$ cat src/tcw_pkg.sv
// Shared constants, codes and types of the text console writer.
package tcw_pkg;

   localparam int ROWS        = 25;
   localparam int COLS        = 80;
   localparam int CELLS       = ROWS * COLS;
   localparam int COPY_CELLS  = CELLS - COLS;
   localparam int ROW_W       = $clog2(ROWS);
   localparam int COL_W       = $clog2(COLS);
   localparam int ADDR_W      = $clog2(CELLS);
   localparam int CHAR_W      = 8;
   localparam int COLOUR_W    = 8;
   localparam int MODE_W      = 3;
   localparam int POS_W       = 7;
   localparam int CSR_IDX_W   = 8;

   localparam logic [CHAR_W-1:0]   CH_SPACE   = 8'h20;
   localparam logic [CHAR_W-1:0]   CH_ERROR   = 8'h45;
   localparam logic [CHAR_W-1:0]   CH_NEWLINE = 8'h0A;
   localparam logic [CHAR_W-1:0]   CH_BLANK   = 8'h08;

   localparam logic [COLOUR_W-1:0] RESET_DEFAULT_COLOUR = 8'd15;
   localparam logic [COLOUR_W-1:0] RESET_ERROR_COLOUR   = 8'd244;

   localparam logic [MODE_W-1:0] MODE_PUT_CURSOR = 3'd0;
   localparam logic [MODE_W-1:0] MODE_PUT_AT     = 3'd1;
   localparam logic [MODE_W-1:0] MODE_BACKSPACE  = 3'd2;
   localparam logic [MODE_W-1:0] MODE_CLEAR      = 3'd3;
   localparam logic [MODE_W-1:0] MODE_READ       = 3'd4;

   localparam logic [CSR_IDX_W-1:0] CSR_DEFAULT_COLOUR = 8'd0;
   localparam logic [CSR_IDX_W-1:0] CSR_ERROR_COLOUR   = 8'd1;

   typedef struct packed {
      logic                wr_en;
      logic                rd_en;
      logic                clear;
      logic                scroll;
      logic                err;
      logic [ADDR_W-1:0]   addr;
      logic [CHAR_W-1:0]   wr_char;
      logic [COLOUR_W-1:0] wr_colour;
      logic [ROW_W-1:0]    cursor_row;
      logic [COL_W-1:0]    cursor_col;
   } tcw_plan_type;

endpackage

$ cat src/tcw_decode.sv
// Decode of one request into the cell access, cursor update and flags it causes.
module tcw_decode (
   input  logic                             clock,
   input  logic                             reset,
   input  logic                             load,
   input  logic [tcw_pkg::MODE_W-1:0]       mode,
   input  logic [tcw_pkg::CHAR_W-1:0]       char_code,
   input  logic [tcw_pkg::POS_W-1:0]        row,
   input  logic [tcw_pkg::POS_W-1:0]        col,
   input  logic [tcw_pkg::COLOUR_W-1:0]     colour,
   input  logic [tcw_pkg::ROW_W-1:0]        cursor_row,
   input  logic [tcw_pkg::COL_W-1:0]        cursor_col,
   input  logic [tcw_pkg::COLOUR_W-1:0]     default_colour,
   input  logic [tcw_pkg::COLOUR_W-1:0]     error_colour,
   output tcw_pkg::tcw_plan_type            plan
);

   tcw_pkg::tcw_plan_type             plan_ff;
   tcw_pkg::tcw_plan_type             plan_in;
   logic                              in_range;
   logic                              is_put;
   logic [tcw_pkg::ROW_W-1:0]         base_row;
   logic [tcw_pkg::COL_W-1:0]         base_col;
   logic [tcw_pkg::CHAR_W-1:0]        put_char;
   logic [tcw_pkg::COLOUR_W-1:0]      put_colour;
   logic [tcw_pkg::ADDR_W-1:0]        base_addr;
   logic [tcw_pkg::ROW_W:0]           next_row;
   logic [tcw_pkg::COL_W-1:0]         next_col;

   assign in_range = ({1'b0, row} < 8'(tcw_pkg::ROWS)) && ({1'b0, col} < 8'(tcw_pkg::COLS));

   always_comb begin
      is_put     = 1'b0;
      base_row   = cursor_row;
      base_col   = cursor_col;
      put_char   = char_code;
      put_colour = (colour == '0) ? default_colour : colour;
      next_row   = (tcw_pkg::ROW_W+1)'(cursor_row);
      next_col   = cursor_col;
      plan_in    = '0;
      plan_in.cursor_row = cursor_row;
      plan_in.cursor_col = cursor_col;

      case (mode)
         tcw_pkg::MODE_PUT_CURSOR: begin
            is_put = 1'b1;
         end
         tcw_pkg::MODE_PUT_AT: begin
            base_row = tcw_pkg::ROW_W'(row);
            base_col = tcw_pkg::COL_W'(col);
            if (in_range) begin
               is_put = 1'b1;
            end else begin
               plan_in.wr_en     = 1'b1;
               plan_in.err       = 1'b1;
               plan_in.addr      = tcw_pkg::ADDR_W'(tcw_pkg::CELLS - 1);
               plan_in.wr_char   = tcw_pkg::CH_ERROR;
               plan_in.wr_colour = error_colour;
            end
         end
         tcw_pkg::MODE_BACKSPACE: begin
            is_put     = 1'b1;
            put_char   = tcw_pkg::CH_BLANK;
            put_colour = default_colour;
            if (cursor_col != '0) begin
               base_col = cursor_col - tcw_pkg::COL_W'(1);
            end else if (cursor_row != '0) begin
               base_row = cursor_row - tcw_pkg::ROW_W'(1);
               base_col = tcw_pkg::COL_W'(tcw_pkg::COLS - 1);
            end
         end
         tcw_pkg::MODE_CLEAR: begin
            plan_in.clear      = 1'b1;
            plan_in.cursor_row = '0;
            plan_in.cursor_col = '0;
         end
         tcw_pkg::MODE_READ: begin
            base_row = tcw_pkg::ROW_W'(row);
            base_col = tcw_pkg::COL_W'(col);
            if (in_range) begin
               plan_in.rd_en = 1'b1;
            end else begin
               plan_in.err = 1'b1;
            end
         end
         default: begin
         end
      endcase

      base_addr = tcw_pkg::ADDR_W'(tcw_pkg::ADDR_W'(base_row) *
                                   tcw_pkg::ADDR_W'(tcw_pkg::COLS))
                + tcw_pkg::ADDR_W'(base_col);
      if (plan_in.rd_en) begin
         plan_in.addr = base_addr;
      end

      if (is_put) begin
         plan_in.addr      = base_addr;
         plan_in.wr_colour = put_colour;
         if (put_char == tcw_pkg::CH_NEWLINE) begin
            next_row = (tcw_pkg::ROW_W+1)'(base_row) + (tcw_pkg::ROW_W+1)'(1);
            next_col = '0;
         end else if (put_char == tcw_pkg::CH_BLANK) begin
            plan_in.wr_en   = 1'b1;
            plan_in.wr_char = tcw_pkg::CH_SPACE;
            next_row        = (tcw_pkg::ROW_W+1)'(base_row);
            next_col        = base_col;
         end else begin
            plan_in.wr_en   = 1'b1;
            plan_in.wr_char = put_char;
            if (base_col == tcw_pkg::COL_W'(tcw_pkg::COLS - 1)) begin
               next_row = (tcw_pkg::ROW_W+1)'(base_row) + (tcw_pkg::ROW_W+1)'(1);
               next_col = '0;
            end else begin
               next_row = (tcw_pkg::ROW_W+1)'(base_row);
               next_col = base_col + tcw_pkg::COL_W'(1);
            end
         end
         if (next_row == (tcw_pkg::ROW_W+1)'(tcw_pkg::ROWS)) begin
            plan_in.scroll     = 1'b1;
            plan_in.cursor_row = tcw_pkg::ROW_W'(tcw_pkg::ROWS - 1);
         end else begin
            plan_in.cursor_row = tcw_pkg::ROW_W'(next_row);
         end
         plan_in.cursor_col = next_col;
      end
   end

   always_ff @(posedge clock) begin
      if (reset) begin
         plan_ff <= '0;
      end else if (load) begin
         plan_ff <= plan_in;
      end
   end

   assign plan = plan_ff;

endmodule

$ cat config.mk
export PLATFORM = sky130hd
export DESIGN_NAME = tcw_decode
export DESIGN_NICKNAME = d
export VERILOG_FILES = /design/src/tcw_pkg.sv /design/src/tcw_decode.sv
export SDC_FILE = /design/constraint.sdc
export NUM_CORES = 1
export LEC_CHECK = 0
export BUFFER_PORTS_ARGS = -buffer_cell sky130_fd_sc_hd__buf_2
export CAP_MARGIN = 20
export CORE_MARGIN = 2
export CORE_UTILIZATION = 47
export CTS_BUF_LIST = sky130_fd_sc_hd__clkbuf_16
export DETAILED_ROUTE_END_ITERATION = 7
export MAX_ROUTING_LAYER = met4
export PLACE_DENSITY = 0.77
export SYNTH_ARGS = -nofsm -noshare
export SYNTH_HDL_FRONTEND = slang
export SYNTH_SLANG_ARGS = --single-unit
export TNS_END_PERCENT = 1
$ cat constraint.sdc
create_clock -name clock -period 4 [get_ports clock]
set_input_delay 0.2 -clock clock [delete_from_list [all_inputs] [get_ports clock]]
set_output_delay 0.2 -clock clock [all_outputs]
set_load 0.02 [all_outputs]
# ---- Word-level counts from Yosys, hierarchy flattened
# Index checks and enable logic that the tools add are counted.
dict set report word_totals {
  register_bits 44
  in_bits 64
  out_inout_bits 44
  word_cells 68
}
dict set report op_classes {
  add_sub_neg 5
  mul 1
  magnitude_cmp 2
  eq_ne 8
  muxes 35
  n_reduce_logical 7
}
# operator n
set op_table {}
lappend op_table {{$mux W8} 5}
lappend op_table {{$mux W39} 1}
lappend op_table {{$mux W7} 5}
lappend op_table {{$mux W28} 1}
lappend op_table {{$mux W27} 1}
lappend op_table {{$mux W6} 4}
lappend op_table {{$eq A8 B4 Y1 const B} 2}
lappend op_table {{$mux W5} 3}
lappend op_table {{$pmux W7 S2} 1}
lappend op_table {{$mux W12} 1}
lappend op_table {{$add A11 B7 Y11} 1}
lappend op_table {{$mux W11} 1}
lappend op_table {{$pmux W5 S2} 1}
lappend op_table {{$mux W1} 9}
lappend op_table {{$logic_not A8 Y1} 1}
lappend op_table {{$add A7 B1 Y7 const B} 1}
lappend op_table {{$eq A7 B7 Y1 const B} 1}
lappend op_table {{$lt A7 B5 Y1 const B} 1}
lappend op_table {{$lt A7 B7 Y1 const B} 1}
lappend op_table {{$mul A5 B3 Y7 const B} 1}
lappend op_table {{$reduce_bool A7 Y1} 1}
lappend op_table {{$sub A7 B1 Y7 const B} 1}
lappend op_table {{$add A5 B1 Y6 const B} 1}
lappend op_table {{$eq A3 B2 Y1 const B} 2}
lappend op_table {{9 further kinds} 11}

# ---- Logic depth before layout (Yosys ltp)
dict set report depth {
  ltp_word 12
  mapped_depth 18
}

# ---- Least setup slack after synthesis
# OpenSTA, ideal clock, no wires.
dict set report synth_path {
  kind {input-to-reg}
  startpoint {in cursor_col[1] (netlist name)}
  endpoint {reg plan_ff, in the netlist plan[38]}
  arrival_ns 3.722
  setup_slack_ns 0.150
  stages 17
  path_buffers 0
  cell_sequence {inv_1 -> ha_1 -> nor4b_4 -> nand3_1 -> or3_2 -> a31oi_1 -> ha_1 -> ha_1 -> fa_1 -> nand2_1 -> o21bai_1 -> a21o_1 -> a32oi_1 -> o211ai_1 -> xor2_1 -> a221oi_1 -> nor2_1}
}
dict set report synth_via {
  elab_chain_cells 7
}
# item line
set synth_lines {}
lappend synth_lines {{from (decl)} tcw_decode.sv:12} ;# input logic [tcw_pkg::COL_W-1:0] cursor_col,
lappend synth_lines {{$reduce_bool A7 Y1} tcw_decode.sv:65} ;# if (cursor_col != '0) begin
lappend synth_lines {{$mux W5} tcw_decode.sv:65}
lappend synth_lines {{$pmux W5 S2} tcw_decode.sv:44} ;# case (mode)
lappend synth_lines {{$mul A5 B3 Y7} tcw_decode.sv:90} ;# base_addr = tcw_pkg::ADDR_W'(tcw_pkg::ADDR_W'(base_row) *
lappend synth_lines {{$add A11 B7 Y11 (*)} tcw_decode.sv:92} ;# + tcw_pkg::ADDR_W'(base_col);
lappend synth_lines {{$mux W11} tcw_decode.sv:93} ;# if (plan_in.rd_en) begin
lappend synth_lines {{$mux W39 (*)} tcw_decode.sv:97} ;# if (is_put) begin
lappend synth_lines {{to (signal assigned)} tcw_decode.sv:133} ;# plan_ff <= plan_in;
lappend synth_lines {{to (decl)} tcw_decode.sv:18} ;# tcw_pkg::tcw_plan_type plan_ff;
# Every way passes the cells marked *; elsewhere a longest branch is shown, timed or not.
# A chain may end at the register's enable or synchronous reset.

# ---- Worst setup path after layout
# Same ends and word-level chain as after synthesis.

==> impl_metrics.csv <==
group,metric,value,unit
outcome,status,"finished clean",
clocking,path_clk_slew,0.06,ns
yosys,yosys.area.top_type,"dfxtp_1",
timing,maxSlewViolCount,0,
timing,tightest_slew,0.8191,ns
place,hpwlAfterDp,7932,um
detailed_routing,viasPerCell,6.021,
detailed_routing,drtPass1Iterations,5,
worst_setup_path,required,4.15,ns
worst_setup_path,arrival,3.88,ns
yosys,syn_avg_cell_area,8.153,um^2
final_layout,seqCellArea,880.8,um^2
timing,timing.final.crit_period,3.732,ns
grt,antenna_found_initial,0,
timing,fin_crit_sh,0.9331,
final_layout,diodes,0,
yosys,ys_types,70,
power,p_leak,1.907,nW
detailed_routing,drc,0,
final_layout,post-route-util,0.5979,
worst_setup_path,worst-r2r-cell-count,2,
worst_hold_path,min_from,"error_colour[7]",
yosys,synth_seq_area_share,0.2548,
final_layout,drive_gt1_frac,0.3109,
power,ir_drop,0.2006,mV
grt,grt_max_degree,46,
yosys,yosys.area.top_type_share,0.2548,
floorplan,die_w,89.77,um
floorplan,die_h,89.77,um
detailed_routing,drt-initial-drc-count,266,
clocking,cts.sinks,44,
detailed_routing,routed_wl,10580,um
detailed_routing,postRouteAntennaNets,0,
yosys,yosysWarnings,0,
final_layout,fillers,654,
final_layout,stdcell_count,633,
place,port_buffers,107,
timing,finalSetupTns,0,ns
yosys,syn_area,0.003457,mm^2
worst_hold_path,hold_path_depth,3,
yosys,synth_area_leaders,"dfxtp_1 (25%), a21oi_1 (5.6%), nor2_1 (5.1%)",
floorplan,dieArea,0.008058,mm^2
power,power,1.443,mW
clocking,htreeDepth,2,
place,dpl.cell_count,625,
grt,grt_pass1_wl,17360,um
floorplan,std_cell_rows,31,
grt,grt_overflow,0,
clocking,cts-root-buf,"clkbuf_16",
timing,fmax,267.9,MHz
worst_setup_path,startpoint_type,"input pin",
worst_setup_path,r2r-end,"plan[17]",
detailed_routing,via_count,3811,
final_layout,nNetsFinal,612,
timing,whs,0.1548,ns
grt,track_usage,0.2669,
yosys,ys.flop_type,"dfxtp_1",
place,routabilityCongestion,0.9339,
grt,grt_pass1_vias,3577,
yosys,synth_nets,503,
yosys,async_reset_ff_frac,0,
final_layout,multi_input_area,0.002311,mm^2
clocking,cts_tree,"yes",
clocking,cts_hold_buf,0,
worst_setup_path,path_class,"in2reg",
final_layout,largest_reg_flops,44,
worst_hold_path,worst_hold_path_type,"in2reg",
power,p_per_area,336.4,mW/mm^2
timing,skew,0,ns
worst_setup_path,path_max_fanout,4,
worst_setup_path,end_kind,"register",
yosys,syn_inst,424,
job,cap_violations,0,
timing,slew_headroom,0.4539,
floorplan,core,0.007176,mm^2
detailed_routing,avgRoutedWirePerCell,16.71,um
worst_setup_path,r2r-start,"plan[17]",
yosys,synth.ff_latch_count,44,
clocking,cts_buffers,5,
worst_hold_path,holdPathEnd,"plan[19]",
floorplan,io_pins,108,
floorplan,start_util,0.4818,
timing,hold_viol,0,
final_layout,area_growth,24.10,%
clocking,clk_path_buf_depth,2,
timing,setup_viol_count_final,0,
clocking,clkLatencyLatePin,0.28,ns
worst_setup_path,ff2ff_setup_slack,3.11,ns
yosys,synth-edff-count,0,
metal layers:
metal,global-route usage,vias up,wire [um]
met5,-,-,0
met4,0.06923,0,161
met3,0.03185,15,549
met2,0.4665,136,5241
li1,-,1830,-
met1,0.3288,1830,4627
where the power goes:
group / internal (mW) / switching, mW
combinational: 0.215 / 0.284
clock: 0.297 / 0.174
sequential: 0.462 / 0.0116
total: 0.973 / 0.470
cell families after synthesis:
group | count (synthesis) | synth area share
AOI/OAI and AO/OA | 140 | 0.2932
xor gates and xnor gates | 15 | 0.03800
adders and majority gates | 15 | 0.05863
buffers and inverters | 48 | 0.08360
DFF | 44 | 0.2548
muxes | 9 | 0.02678
and+or+nand+nor | 153 | 0.2450
critical path, cell delays in order:
cell	delay, ns
buf_2	0.11
inv_1	0.07
ha_2	0.21
or4b_4	0.51
nor3_4	0.22
mux2i_1	0.09
a21o_2	0.23
ha_1	0.28
ha_1	0.23
fa_1	0.51
nand2_1	0.08
o21bai_2	0.23
a21o_1	0.16
a32oi_1	0.14
o211ai_1	0.13
xor2_1	0.16
a221oi_2	0.25
nor2_1	0.06
worst max-delay path by stage:
stage	start	endpoint	slack, ns	cells after the start
floorplan	cursor_col[1]	plan[38]	0.15	17
global placement	cursor_col[1]	plan[38]	0.07	18
detailed placement	cursor_col[1]	plan[38]	-0.02	18
CTS	cursor_col[1]	plan[38]	0.25	18
global route	cursor_col[1]	plan[38]	-0.005	18
finish	cursor_col[1]	plan[38]	0.27	18
cell type report:
class	instances	area share
multi-input cells	332	0.5386
clock inverters	3	0.01079
inverters	18	0.01575
well taps	99	0.02887
clock buffers	5	0.02916
flip-flops and latches	44	0.2053
repair buffers	132	0.1715
cells in the final DEF (no fill, tap or decap), drive strengths merged, types with 4 or more instances in the layout:
master and instances:
a22oi 6, nor4 6, nor2b 5, xnor2 10, nor4b 6, a222oi 8
nand4 8, nor2 47, and3 13, nor3 12, a221oi 17, o21ai 17
a21oi 39, nor3b 5, buf 132, a211oi 6, ha 13, a21o 6
a22o 8, inv 18, nand3 14, xor2 5, clkbuf 5, nand2 21
dfxtp 44, o22ai 4, mux2i 7
synthesized netlist by cell type, types with 3 or more instances:
master	n
nor4_1	6
a21oi_1	39
a221oi_1	17
nand2_1	21
mux2i_1	7
a211oi_1	5
o32ai_1	3
a32oi_1	3
a222oi_1	8
xnor2_1	10
nor3b_1	5
o21a_1	3
nor2b_1	5
clkbuf_1	15
nand4_1	8
clkbuf_8	9
a22oi_1	6
a21o_1	5
nor4b_1	4
buf_2	3
dfxtp_1	44
o21ai_0	13
nand3_1	13
a22o_1	8
o21ai_1	3
and3_1	12
o22ai_1	4
o21bai_1	3
nor2_1	47
nor3_1	11
xor2_1	5
inv_1	17
ha_1	13
timing repair:
item / 4_1_cts / 5_1_grt
resized for setup: 0 / 4
setup endpoints to repair: 0 / 1
setup buffers: 0 / 0
per-stage QoR:
stage | area [um^2] | setup WS (ns)
floorplan | 3457 | 0.1502
global placement | 4100 | 0.07462
detailed placement | 4100 | -0.01724
CTS | 4272 | 0.2525
global route | 4290 | -0.005471
finish | 4290 | 0.2676
(Power assumes the default switching activity.)
